$ cat src/rtl/timed_lock_table_core_assert.svh
// Assertion macros for the lock table. Each expects clk and rst in scope.
`ifndef TIMED_LOCK_TABLE_CORE_ASSERT_SVH
`define TIMED_LOCK_TABLE_CORE_ASSERT_SVH

// Same-cycle implication, checked outside reset.
`define TLT_ASSERT_NOW(lbl, ante, cons, msg) \
  lbl: assert property (@(posedge clk) disable iff (rst) (ante) |-> (cons)) \
    else $error(msg);

// Next-cycle implication, checked outside reset.
`define TLT_ASSERT_NEXT(lbl, ante, cons, msg) \
  lbl: assert property (@(posedge clk) disable iff (rst) (ante) |=> (cons)) \
    else $error(msg);

`endif

$ cat src/rtl/tlt_pkg.sv
package tlt_pkg;

  localparam int TABLE_ENTRIES_DEF = 16;
  localparam logic [31:0] TIMEOUT_RESET = 32'd2000;

  typedef enum logic [1:0] {
    OP_LOCK   = 2'd0,
    OP_UNLOCK = 2'd1,
    OP_QUERY  = 2'd2,
    OP_TICK   = 2'd3
  } tlt_op_t;

  typedef enum logic [1:0] {
    ST_OK   = 2'd0,
    ST_FULL = 2'd1,
    ST_MISS = 2'd2
  } tlt_status_t;

  typedef enum logic [1:0] {
    S_IDLE,
    S_SCAN,
    S_DONE
  } tlt_state_t;

  typedef struct packed {
    logic [1:0]  opcode;
    logic [31:0] chunk_id;
  } tlt_req_t;

  typedef struct packed {
    logic [1:0] status;
    logic       is_locked;
    logic [4:0] entries_used;
  } tlt_rsp_t;

  // Controller to datapath
  typedef struct packed {
    logic start;
    logic scan;
    logic finish;
  } tlt_cmd_t;

  // Datapath to controller
  typedef struct packed {
    logic scan_done;
    logic rsp_free;
  } tlt_sts_t;

endpackage

$ cat src/rtl/tlt_ctrl.sv
module tlt_ctrl (
  input  logic             clk,
  input  logic             rst,
  input  logic             req_valid,
  input  tlt_pkg::tlt_op_t req_op,
  input  tlt_pkg::tlt_sts_t sts,
  output tlt_pkg::tlt_cmd_t cmd,
  output logic             req_stall
);

  tlt_pkg::tlt_state_t state;
  tlt_pkg::tlt_state_t state_next;

  always_ff @(posedge clk) begin
    if (rst) begin
      state <= tlt_pkg::S_IDLE;
    end else begin
      state <= state_next;
    end
  end

  always_comb begin
    state_next = state;
    case (state)
      tlt_pkg::S_IDLE: begin
        if (req_valid) begin
          if (req_op == tlt_pkg::OP_UNLOCK || req_op == tlt_pkg::OP_QUERY) begin
            state_next = tlt_pkg::S_SCAN;
          end else begin
            state_next = tlt_pkg::S_DONE;
          end
        end
      end
      tlt_pkg::S_SCAN: begin
        if (sts.scan_done) begin
          state_next = tlt_pkg::S_DONE;
        end
      end
      tlt_pkg::S_DONE: begin
        if (sts.rsp_free) begin
          state_next = tlt_pkg::S_IDLE;
        end
      end
      default: begin
        state_next = tlt_pkg::S_IDLE;
      end
    endcase
  end

  always_comb begin
    cmd       = '0;
    req_stall = 1'b1;
    case (state)
      tlt_pkg::S_IDLE: begin
        req_stall = 1'b0;
        cmd.start = req_valid;
      end
      tlt_pkg::S_SCAN: begin
        cmd.scan = 1'b1;
      end
      tlt_pkg::S_DONE: begin
        cmd.finish = sts.rsp_free;
      end
      default: begin
        req_stall = 1'b1;
      end
    endcase
  end

endmodule

$ cat src/rtl/tlt_dp.sv
module tlt_dp #(
  parameter int TABLE_ENTRIES = tlt_pkg::TABLE_ENTRIES_DEF
) (
  input  logic              clk,
  input  logic              rst,
  input  tlt_pkg::tlt_req_t req,
  input  tlt_pkg::tlt_cmd_t cmd,
  input  logic              cfg_we,
  input  logic [31:0]       cfg_wdata,
  input  logic              rsp_stall,
  output tlt_pkg::tlt_sts_t sts,
  output logic              rsp_valid,
  output tlt_pkg::tlt_rsp_t rsp
);

  localparam int ADDR_W = (TABLE_ENTRIES > 1) ? $clog2(TABLE_ENTRIES) : 1;
  localparam int CNT_W  = $clog2(TABLE_ENTRIES + 1);
  localparam logic [CNT_W-1:0] FULL_COUNT = CNT_W'(TABLE_ENTRIES);

  logic [31:0] ids    [TABLE_ENTRIES];
  logic [31:0] stamps [TABLE_ENTRIES];
  logic [31:0] q_id;
  logic [31:0] q_stamp;

  tlt_pkg::tlt_op_t op;
  logic [31:0]      id;
  logic [31:0]      now;
  logic [31:0]      timeout;
  logic [CNT_W-1:0] count;
  logic [CNT_W-1:0] count_next;
  logic [CNT_W-1:0] rd_idx;
  logic [CNT_W-1:0] wr_idx;
  logic             pend;
  logic             hit;

  logic             rd_lt;
  logic             expired;
  logic             match;
  logic             keep;
  logic             full;
  logic             mem_we;
  logic [ADDR_W-1:0] mem_wa;
  logic [31:0]      mem_wid;
  logic [31:0]      mem_wst;
  tlt_pkg::tlt_rsp_t rsp_next;

  assign rd_lt   = rd_idx < count;
  assign expired = (now - q_stamp) > timeout;
  assign match   = q_id == id;
  assign full    = count == FULL_COUNT;

  // Unlock drops only the first match; query drops every expired entry.
  always_comb begin
    keep = 1'b1;
    case (op)
      tlt_pkg::OP_UNLOCK: keep = !(match && !hit);
      tlt_pkg::OP_QUERY:  keep = !expired;
      default:            keep = 1'b1;
    endcase
  end

  always_comb begin
    mem_we  = 1'b0;
    mem_wa  = wr_idx[ADDR_W-1:0];
    mem_wid = q_id;
    mem_wst = q_stamp;
    if (cmd.scan && pend && keep) begin
      mem_we = 1'b1;
    end else if (cmd.finish && op == tlt_pkg::OP_LOCK && !full) begin
      mem_we  = 1'b1;
      mem_wa  = count[ADDR_W-1:0];
      mem_wid = id;
      mem_wst = now;
    end
  end

  always_ff @(posedge clk) begin
    if (mem_we) begin
      ids[mem_wa]    <= mem_wid;
      stamps[mem_wa] <= mem_wst;
    end
    q_id    <= ids[rd_idx[ADDR_W-1:0]];
    q_stamp <= stamps[rd_idx[ADDR_W-1:0]];
  end

  always_comb begin
    count_next = count;
    rsp_next   = '0;
    case (op)
      tlt_pkg::OP_LOCK: begin
        if (full) begin
          rsp_next.status = tlt_pkg::ST_FULL;
        end else begin
          count_next = count + CNT_W'(1);
        end
      end
      tlt_pkg::OP_UNLOCK: begin
        count_next = wr_idx;
        if (!hit) begin
          rsp_next.status = tlt_pkg::ST_MISS;
        end
      end
      tlt_pkg::OP_QUERY: begin
        count_next         = wr_idx;
        rsp_next.is_locked = hit;
      end
      default: begin
        count_next = count;
      end
    endcase
    rsp_next.entries_used = 5'(count_next);
  end

  // Request and scan registers
  always_ff @(posedge clk) begin
    if (cmd.start) begin
      op     <= tlt_pkg::tlt_op_t'(req.opcode);
      id     <= req.chunk_id;
      rd_idx <= '0;
      wr_idx <= '0;
      hit    <= 1'b0;
    end else if (cmd.scan) begin
      if (rd_lt) begin
        rd_idx <= rd_idx + CNT_W'(1);
      end
      if (pend) begin
        if (keep) begin
          wr_idx <= wr_idx + CNT_W'(1);
        end
        if (op == tlt_pkg::OP_UNLOCK) begin
          hit <= hit | match;
        end else begin
          hit <= hit | (keep && match);
        end
      end
    end
    if (cmd.finish) begin
      rsp <= rsp_next;
    end
  end

  always_ff @(posedge clk) begin
    if (rst) begin
      pend      <= 1'b0;
      count     <= '0;
      now       <= '0;
      timeout   <= tlt_pkg::TIMEOUT_RESET;
      rsp_valid <= 1'b0;
    end else begin
      pend <= cmd.scan && rd_lt;
      if (cfg_we) begin
        timeout <= cfg_wdata;
      end
      if (cmd.finish) begin
        count <= count_next;
        if (op == tlt_pkg::OP_TICK) begin
          now <= now + 32'd1;
        end
      end
      if (cmd.finish) begin
        rsp_valid <= 1'b1;
      end else if (!rsp_stall) begin
        rsp_valid <= 1'b0;
      end
    end
  end

  assign sts.scan_done = !rd_lt && !pend;
  assign sts.rsp_free  = !rsp_valid || !rsp_stall;

endmodule

$ cat src/rtl/timed_lock_table_core.sv
// Ordered lock table with expiry, one request at a time. Lock and tick requests go from
// the idle state straight to the done state; unlock and query stream the table once
// through an entry memory with one read and one write port, compacting it in place.
// Query first drops every entry older than timeout_ticks (age wraps modulo 2^32), then
// answers from the survivors; unlock removes the oldest matching entry. A finished
// result waits in the output register, but no new request is taken until the current
// one is done. Write timeout_ticks via cfg_we/cfg_wdata only while the block is idle.
`include "timed_lock_table_core_assert.svh"

module timed_lock_table_core #(
  parameter int TABLE_ENTRIES = tlt_pkg::TABLE_ENTRIES_DEF
) (
  input  logic              clk,
  input  logic              rst,
  input  logic              req_valid,
  output logic              req_stall,
  input  tlt_pkg::tlt_req_t req,
  output logic              rsp_valid,
  input  logic              rsp_stall,
  output tlt_pkg::tlt_rsp_t rsp,
  input  logic              cfg_we,
  input  logic [31:0]       cfg_wdata
);

  tlt_pkg::tlt_cmd_t cmd;
  tlt_pkg::tlt_sts_t sts;

  tlt_ctrl u_ctrl (
    .clk       (clk),
    .rst       (rst),
    .req_valid (req_valid),
    .req_op    (tlt_pkg::tlt_op_t'(req.opcode)),
    .sts       (sts),
    .cmd       (cmd),
    .req_stall (req_stall)
  );

  tlt_dp #(
    .TABLE_ENTRIES (TABLE_ENTRIES)
  ) u_dp (
    .clk       (clk),
    .rst       (rst),
    .req       (req),
    .cmd       (cmd),
    .cfg_we    (cfg_we),
    .cfg_wdata (cfg_wdata),
    .rsp_stall (rsp_stall),
    .sts       (sts),
    .rsp_valid (rsp_valid),
    .rsp       (rsp)
  );

  `TLT_ASSERT_NEXT(a_busy_after_accept, req_valid && !req_stall, req_stall, "taken while busy")
  `TLT_ASSERT_NEXT(a_finish_gives_rsp, cmd.finish, rsp_valid, "finished request left no result")
  `TLT_ASSERT_NOW(a_rsp_from_finish, $rose(rsp_valid), $past(cmd.finish), "result without finish")

endmodule
$ cat config.mk
export PLATFORM = sky130hd
export DESIGN_NAME = timed_lock_table_core
export DESIGN_NICKNAME = d
export VERILOG_FILES = /design/src/rtl/tlt_pkg.sv /design/src/rtl/tlt_ctrl.sv /design/src/rtl/tlt_dp.sv /design/src/rtl/timed_lock_table_core.sv
export VERILOG_INCLUDE_DIRS = /design/src /design/src/rtl
export SDC_FILE = /design/constraint.sdc
export NUM_CORES = 1
export LEC_CHECK = 0
export ABC_AREA = 1
export BUFFER_PORTS_ARGS = -buffer_cell sky130_fd_sc_hd__buf_2
export CAP_MARGIN = 0
export CELL_PAD_IN_SITES_DETAIL_PLACEMENT = 1
export CELL_PAD_IN_SITES_GLOBAL_PLACEMENT = 2
export CORE_UTILIZATION = 44
export CTS_CLUSTER_SIZE = 12
export DETAILED_ROUTE_END_ITERATION = 8
export PLACE_DENSITY = 0.77
export SLEW_MARGIN = 20
export SYNTH_ARGS = -nofsm -noshare
export SYNTH_HDL_FRONTEND = slang
export SYNTH_HIERARCHICAL = 1
export SYNTH_SLANG_ARGS = --single-unit
$ cat constraint.sdc
create_clock -name clk -period 8.5 [get_ports clk]
set_input_delay 0.425 -clock clk [delete_from_list [all_inputs] [get_ports clk]]
set_output_delay 0.425 -clock clk [all_outputs]
set_load 0.01 [all_outputs]
# Word-level counts from Yosys, hierarchy flattened
# Memory sizes are Yosys's and may differ from the RTL's. A register that Yosys moved wholly into a read port is not among the register bits.
# Cells that the tools add are included.
# word_totals
regBits	126
latchBits	0
mem_bits_rw	1024
romBits	0
in_bits	71
output_inout_bits	10
elab_cells	92
mem_count	2
# memory_table
name	depth	word_bits	read_ports	rd_clocked_by_memory_dff	wr	line	source
u_dp.ids	16	32	1	1	1	tlt_dp.sv:20	logic [31:0] ids [TABLE_ENTRIES];
u_dp.stamps	16	32	1	1	1	tlt_dp.sv:21	logic [31:0] stamps [TABLE_ENTRIES];
# classes
add_sub_neg	5
multipliers	0
n_div	0
order_cmp	2
n_eq_ne	13
n_shift	0
mux	28
bitwise	2
reduce_logical	26
# op_table
op	n
2-to-1 mux 32 bit	4
adder 32 x 1 -> 32 bit (second input constant)	1
equality test 32 bit	1
greater-than comparator 32 bit	1
subtractor 32 bit	1
adder 5 x 1 -> 5 bit (second input constant)	3
2-to-1 mux 1 bit	12
2-to-1 mux 2 bit	5
case mux 5 bit (2 select lines)	1
equality test 2 bit (second input constant)	4
logical AND 1 bit	8
logical NOT 1 bit	8
2-to-1 mux 4 bit	2
equality test 2 x 1 -> 1 bit (second input constant)	3
case mux 2 bit (3 select lines)	1
AND reduction 2 bit	3
AND reduction 3 bit	2
equality test 5 bit (second input constant)	1
less-than comparator 5 bit	1
2-to-1 mux 5 bit	1
logical NOT 2 bit	2
inequality test 2 x 1 -> 1 bit (second input constant)	2
inequality test 2 bit (second input constant)	2
case mux 2 bit (2 select lines)	1
other kinds (4)	6

# Longest topological paths before layout
# Gate-level depths: netlist of run 1.
# logic_depth
depth_word	9
mapped_depth	32
mapped_depth_nobuf	31

# By module
# Netlist of run 1, hierarchy kept.
# modules_own_cells
mod	n_inst	cells_per_inst	area_per_inst_um2
tlt_dp	1	4119	49441.2
tlt_ctrl	1	27	161.4

# Worst setup path before layout of run 1
# No wires, ideal clock.
# synth_timing
path_kind	register -> register
from	reg u_dp.now[0]
to	mem u_dp.ids[10][0] (enable)
setup_time_ps	486
t_arrival_ps	6325
setup_slack_ps	1689
stages_incl_launch_ff	28
synth_period_minus_slack_ps	6811
path_cell_list	dfxtp_1 > inv_1 > ha_1 > inv_1 > fa_1 > nand3_1 > nand2_1 > a21boi_1 > o21ai_0 > a21oi_1 > inv_1 > a21o_1 > nand2_1 > nand2_1 > xor2_1 > ha_1 > nand4_1 > nor3_1 > and3_1 > nand3b_1 > nand2_1 > nand2_1 > nand2_2 > buf_2 > nand3_1 > nand2_1 > nand3_1 > nor2_1
# synth_via
elab_chain_len	8
word_cells_on_any_way	9
cone_classes	add/sub: 1; order compare: 1; mux: 5; reduce/logical: 2
# synth_lines
element	line	source
start, declared	tlt_dp.sv:27	logic [31:0] now;
start signal, assigned	tlt_dp.sv:157	now <= now + 32'd1;
subtractor 32 bit (*)	tlt_dp.sv:48	assign expired = (now - q_stamp) > timeout;
greater-than comparator 32 bit (*)	tlt_dp.sv:48	
logical NOT 1 bit (*)	tlt_dp.sv:57	tlt_pkg::OP_QUERY: keep = !expired;
case mux 1 bit (2 select lines) (*)	tlt_dp.sv:55	case (op)
logical AND 1 bit (*)	tlt_dp.sv:67	if (cmd.scan && pend && keep) begin
2-to-1 mux 1 bit	tlt_dp.sv:67	
2-to-1 mux 1 bit	tlt_dp.sv:78	if (mem_we) begin
2-to-1 mux 1 bit (implied by the code)	tlt_dp.sv:79	ids[mem_wa] <= mem_wid;
end, declared	tlt_dp.sv:20	
# Every way passes the cells marked *; elsewhere a longest branch is shown, timed or not.

# Worst setup path after layout of run 1
# layout_timing
from	reg u_dp.now[0]
to	mem u_dp.stamps[0][28], data pin
# layout_via
elab_chain_len	6
# layout_lines
element	line	source
subtractor 32 bit	tlt_dp.sv:48	
greater-than comparator 32 bit	tlt_dp.sv:48	
logical NOT 1 bit	tlt_dp.sv:57	
case mux 1 bit (2 select lines)	tlt_dp.sv:55	
logical AND 1 bit	tlt_dp.sv:67	
2-to-1 mux 32 bit	tlt_dp.sv:67	
net u_dp.mem_wst[28]	tlt_dp.sv:44	logic [31:0] mem_wst;
end, declared	tlt_dp.sv:21	
# The timed path passes the listed nets, and every way through them passes these cells.

==> flow_metrics.env, run 1 <==
export IMPL_mostFrequentLayoutCell="edfxtp_1"
export IMPL_drc_errors=0
export IMPL_synth_area_per_cell_um2=12.0
export IMPL_critPathMaxStageDelay_ps=850
export IMPL_start_kind="flop"
export IMPL_grt_max_degree=201
export IMPL_timing_fmax_mhz=145
export IMPL_dieArea_um2=114000
export IMPL_root_buffer="clkbuf_16"
export IMPL_synth_cell_types=54
export IMPL_grt_overflow_total=0
export IMPL_drt_iter0_drc=2579
export IMPL_synth_mux_area_share_pct=0
export IMPL_hp_class="input pin to flop"
export IMPL_row_count=122
export IMPL_final_cell_area_um2=56700
export IMPL_synth_top_family_by_area="compound AO/OA/AOI/OAI gates"
export IMPL_cts_buffers=135
export IMPL_finalSetupViolCount=0
export IMPL_cellPowerDensity_nw_per_um2=315
export IMPL_ant_nets=0
export IMPL_power_total_mw=17.9
export IMPL_min_path_cells=3
export IMPL_rr_endpoint="u_dp/stamps[0][28]"
export IMPL_critPathSlowestCell="o21ai_1"
export IMPL_grt_antenna_before_repair=0
export IMPL_clk_latency_ps=750
export IMPL_wl_mm=143
export IMPL_layout_drive_gt1_share_pct=9.13
export IMPL_coreArea_um2=111000
export IMPL_track_usage_pct=25.3
export IMPL_min_period_ps=6890
export IMPL_syn_num_nets=4295
export IMPL_vdd_drop_max_mv=0.274
export IMPL_ios=81
export IMPL_fp_dieH_um=338
export IMPL_crit_buf_inv=4
export IMPL_post_cts_resized=0
export IMPL_grt_pass1_wl_mm=215
export IMPL_synth_compound_area_share_pct=12.3
export IMPL_synthArstFlopShare_pct=0
export IMPL_end_kind="flop"
export IMPL_min_period_over_period_pct=81.1
export IMPL_tns_ps=0
export IMPL_vias=33440
export IMPL_cap_violations=0
export IMPL_synth_cells=4146
export IMPL_ys_seq_elements=1214
export IMPL_synth_edf_count=1066
export IMPL_syn_area_um2=49600
export IMPL_area_growth_pct=14.2
export IMPL_status="finished, final reports clean"
export IMPL_diodes=0
export IMPL_dpl_cell_area_um2=51700
export IMPL_worstMarginPinSlew_ps=1060
export IMPL_worst_path_max_fanout=46
export IMPL_cts_tree="done"
export IMPL_grt_pass1_vias=34482
export IMPL_nNetsFinal=4397
export IMPL_wire_per_inst_um=24.5
export IMPL_vias_per_cell=5.72
export IMPL_crit_family="simple AND/OR/NAND/NOR gates"
export IMPL_min_from="cfg_wdata[23]"
export IMPL_reg2regPathDepth=27
export IMPL_maxSlewViolCount=0
export IMPL_r2r_setup_slack_ps=1610
export IMPL_yosysWarnings=6
export IMPL_arrival_ps=7280
export IMPL_maxSlewHeadroom_pct=28.9
export IMPL_die_x_um=338
export IMPL_synth_area_leaders="edfxtp_1 65%, dfxtp_1 6.0%, o21ai_0 5.9%"
export IMPL_synthSimpleGateAreaFrac_pct=10.6
export IMPL_synth_xor_area_share_pct=1.15
export IMPL_initial_core_util_pct=44.6
export IMPL_finalHoldViolCount=0
export IMPL_yosysTopAreaCellShare_pct=64.5
export IMPL_final_cell_mix="1066 x edfxtp_1, 611 x nor2_1, 584 x o21ai_0"
export IMPL_numPortBuffers=80
export IMPL_pre_cts_ws_ps=1580
export IMPL_gp_congestion=0.776
export IMPL_seq_area_frac_synth_pct=70.5
export IMPL_post_dp_hpwl_mm=77.4
export IMPL_synth_fa_ha_area_share_pct=1.98
export IMPL_critPathKind="flop to flop"
export IMPL_r2r_start="u_dp/now[0]"
export IMPL_worst_slack_ps=1610
export IMPL_cts_sinks=1214
export IMPL_synthFlopType="edfxtp_1"
export IMPL_worstHoldEndpoint="u_dp/timeout[23]"
export IMPL_timing_critical_path_mode_cell="nand2_1"
export IMPL_clk_pin_slew_ps=60
export IMPL_drt_pass1_iterations=5
export IMPL_h_tree_depth=4
export IMPL_worstPathRequired_ps=8890
export IMPL_rsz0062_at_grt="false"
export IMPL_clock_path_buffers=3
export IMPL_yosysTopAreaCell="edfxtp_1"
export IMPL_skew_ps=42.8
export IMPL_leakagePower_nw=19.5
[stage by stage]
step / cells / utilization (%) / hold slack [ps]
after floorplan: 4146 / - / 430
after global placement: 5534 / 46.4 / 447
after detailed placement: 5534 / 46.4 / 456
after CTS: 5844 / 50.9 / 2.05
after global routing: 5845 / 50.9 / 39.4
final: 5845 / 50.9 / 32.7
[state kept, by name, summed over array words and instances, names as in the netlist, 8 cells and up]
name / flops
u_dp/ids: 512
u_dp/stamps: 512
u_dp/id: 32
u_dp/now: 32
u_dp/q_id: 32
u_dp/q_stamp: 32
u_dp/timeout: 32
u_dp/rsp: 8
[cell families after synthesis]
logic type | count (synthesis)
and+or+nand+nor | 1287
xor gates and xnor gates | 65
AOI/OAI and AO/OA | 1068
buffers and inverters | 434
DFF | 1214
adders and majority gates | 78
[tightest hold or removal path, delay by kind of cell]
family | cells | cell delay, ps
buf+inv | 1 | 80
compound gates | 2 | 220
[synth_stat cells, types with 13 or more instances]
cell type and count:
nand2_1 421, buf_2 18, o221ai_1 105, clkbuf_1 198, o21ai_0 584, nor2_1 629
nand3_1 172, edfxtp_1 1066, xor2_1 31, buf_1 13, inv_1 184, xnor2_1 34
dfxtp_1 148, a21oi_1 115, ha_1 77, o211ai_1 26, nor3_1 20, o22ai_1 154
o21ai_1 40
[timing repair]
item	in CTS	in global routing
buffers inserted	0	0
hold buffers	64	0
setup endpoints to repair	0	0
endpoints found under the hold margin	64	0
[how the worst max path moves through the flow]
stage,startpoint,to,slack (ps),depth (start not counted)
2_1_floorplan,u_dp/now[0],u_dp/ids[10][0],1690,27
3_3_place_gp,u_dp/now[0],u_dp/stamps[3][21],1620,27
3_5_place_dp,u_dp/now[0],u_dp/stamps[2][21],1580,27
4_1_cts,u_dp/now[0],u_dp/stamps[12][21],1550,27
5_1_grt,u_dp/now[0],u_dp/stamps[5][31],930,27
6_report,u_dp/now[0],u_dp/stamps[0][28],1610,27
[area by class of cell]
cell class	count	area, µm²
fillers	11375	54600
flip-flops and latches	1214	35000
multi-input cells	2498	13100
clock buffers	200	3850
well taps	1488	1860
repair buffers	202	1660
inverters	197	763
clock inverters	46	442
[report_power, final]
group / total, mW / switching (mW) / internal, mW
sequential: 7.74 / 0.251 / 7.49
clock: 5.68 / 2.35 / 3.33
combinational: 4.43 / 3.24 / 1.19
total: 17.9 / 5.84 / 12.0
[routing by layer]
metal,wire [µm],vias up,track usage (%)
li1,-,15291,-
met1,63500,17229,34.1
met2,71100,728,43.0
met3,5560,192,2.88
met4,3070,0,7.53
met5,0,-,0
Power figures use the tool's default switching activity.
==> run 2, diff against run 1 <==
Clock period 8.5 ns to 6.75 ns, I/O delays scaled along.
==> flow_metrics.env, run 2 (synthesis results as in run 1) <==
export IMPL_tns_ps=0
export IMPL_top_regs="u_dp/ids x512, u_dp/stamps x512"
export IMPL_postLayoutCoreUtil_pct=51.3
export IMPL_initial_core_util_pct=44.6
export IMPL_cts_tree="done"
export IMPL_worstPathRequired_ps=7190
export IMPL_status="finished, final reports clean"
export IMPL_worst_path_max_fanout=14
export IMPL_hp_class="input pin to flop"
export IMPL_vias=33606
export IMPL_finalNonFillerCells=5888
export IMPL_min_period_ps=6120
export IMPL_layout_drive_gt1_share_pct=9.55
export IMPL_grt_overflow_total=0
export IMPL_fp_dieH_um=338
export IMPL_h_tree_depth=4
export IMPL_reg2regPathDepth=28
export IMPL_final_cell_mix="1066 x edfxtp_1, 611 x nor2_1, 584 x o21ai_0"
export IMPL_diodes=0
export IMPL_clkPwrFrac_pct=30.9
export IMPL_skew_ps=27.0
export IMPL_dieArea_um2=114000
export IMPL_vdd_drop_max_mv=0.279
export IMPL_min_period_over_period_pct=90.7
export IMPL_root_buffer="clkbuf_16"
export IMPL_end_kind="flop"
export IMPL_numPortBuffers=80
export IMPL_gp_congestion=0.791
export IMPL_drt_iter0_drc=2532
export IMPL_row_count=122
export IMPL_min_path_cells=3
export IMPL_final_cell_area_um2=57100
export IMPL_start_kind="flop"
export IMPL_drc_errors=0
export IMPL_cts_buffers=134
export IMPL_holdWs_ps=68.7
export IMPL_dpl_cell_area_um2=52100
export IMPL_clock_path_buffers=3
export IMPL_swShare_pct=33.8
export IMPL_mostFrequentLayoutCell="edfxtp_1"
export IMPL_track_usage_pct=25.2
export IMPL_nNetsFinal=4446
export IMPL_p_comb_share_pct=26.7
export IMPL_critPathKind="flop to flop"
export IMPL_p_seq_share_pct=42.5
export IMPL_clk_pin_slew_ps=60
export IMPL_cellPowerDensity_nw_per_um2=399
export IMPL_maxSlewViolCount=0
export IMPL_finalSetupViolCount=0
export IMPL_coreArea_um2=111000
export IMPL_rr_endpoint="u_dp/ids[3][6]"
export IMPL_rsz0062_at_grt="false"
export IMPL_r2r_start="u_dp/now[0]"
export IMPL_pre_cts_ws_ps=406
export IMPL_arrival_ps=6560
export IMPL_dp_cells=5564
export IMPL_wl_mm=143
export IMPL_ios=81
export IMPL_ant_nets=0
export IMPL_grt_pass1_vias=34788
export IMPL_critPathMaxStageDelay_ps=550
export IMPL_maxSlewHeadroom_pct=25.5
export IMPL_grt_max_degree=191
export IMPL_grt_pass1_wl_mm=215
export IMPL_worstHoldEndpoint="u_dp/timeout[0]"
export IMPL_clk_latency_ps=750
export IMPL_post_dp_hpwl_mm=81.4
export IMPL_grt_antenna_before_repair=1
export IMPL_timing_fmax_mhz=163
export IMPL_leakagePower_nw=19.7
export IMPL_power_total_mw=22.8
export IMPL_cap_violations=0
export IMPL_critPathSlowestCell="nor2_4"
export IMPL_vias_per_cell=5.71
export IMPL_r2r_setup_slack_ps=630
export IMPL_final_fill_count=11329
export IMPL_switching_power_mw=7.69
export IMPL_finalHoldViolCount=0
export IMPL_min_from="cfg_we"
export IMPL_worstMarginPinSlew_ps=1110
export IMPL_timing_critical_path_mode_cell="nand2_1"
export IMPL_drt_pass1_iterations=5
export IMPL_internal_power_mw=15.1
export IMPL_die_x_um=338
export IMPL_worst_slack_ps=627
export IMPL_area_growth_pct=15.2
export IMPL_wire_per_inst_um=24.3
export IMPL_cts_sinks=1214
## run 2: cell count changes in the layout (fill, tap and decap cells not counted), moves of 2 or more
cell / change
clkinv_2: -7
clkinv_8: +3
o21ai_1: -3
dlygate4sd3_1: +16
clkinv_1: +2
inv_6: -4
buf_12: +13
buf_4: +23
clkinv_4: +2
clkbuf_1: +5
o21ai_2: +3
clkbuf_8: -8
## run 2: worst max-delay path, delay by kind of cell (launching register included)
| family | cells | cell delay (ps) |
|---|---|---|
| buf+inv | 5 | 810 |
| xor+xnor | 1 | 140 |
| fa+ha+maj | 3 | 830 |
| compound gates | 4 | 1120 |
| flops | 1 | 320 |
| simple gates | 15 | 2590 |
## run 2: routing by layer
layer	share of wire, %	track usage [%]	wire [µm]	up-vias
li1	-	-	-	15385
met1	44	33.4	62300	17178
met2	49	43.2	70800	847
met3	4.9	3.44	6940	196
met4	2.1	7.37	3060	0
met5	0	0	0	-
## run 2: area by class of cell
class                      instances  area, µm²  share of cell area [%]
inverter                         197        763                    1.34
multi-input combinational       2498      13100                    22.9
tap                             1488       1860                    3.26
clock buffer                     197       3760                    6.59
clock inverter                    42        417                   0.729
timing repair buffer             252       2230                    3.90
sequential                      1214      35000                    61.2
## run 2: timing repair
| item | CTS | global route |
|---|---|---|
| buffers inserted | 0 | 5 |
| endpoints found under the hold margin | 74 | 0 |
| hold buffers | 80 | 0 |
| resized for setup | 0 | 0 |
| setup endpoints to repair | 0 | 4 |
## run 2: power by group through the flow
stage	registers [mW]	logic, mW	clock network, mW
detailed placement	9.84	6.02	0
floorplan	9.70	3.81	0
finish	9.68	6.08	7.03
CTS	9.68	6.10	7.18
global route	9.71	6.70	7.44
global placement	9.83	5.87	0
## run 2: worst max-delay path by stage
stage                                     to  cells after the start        start  slack (ps)
final                         u_dp/ids[3][6]                     28  u_dp/now[0]         630
after global routing      u_dp/stamps[3][30]                     28  u_dp/now[0]          80
after CTS                 u_dp/stamps[0][19]                     28  u_dp/now[0]         380
after detailed placement     u_dp/ids[0][18]                     28  u_dp/now[0]         410
after global placement       u_dp/ids[0][18]                     28  u_dp/now[0]         420
after floorplan              u_dp/ids[10][0]                     27  u_dp/now[0]         -60
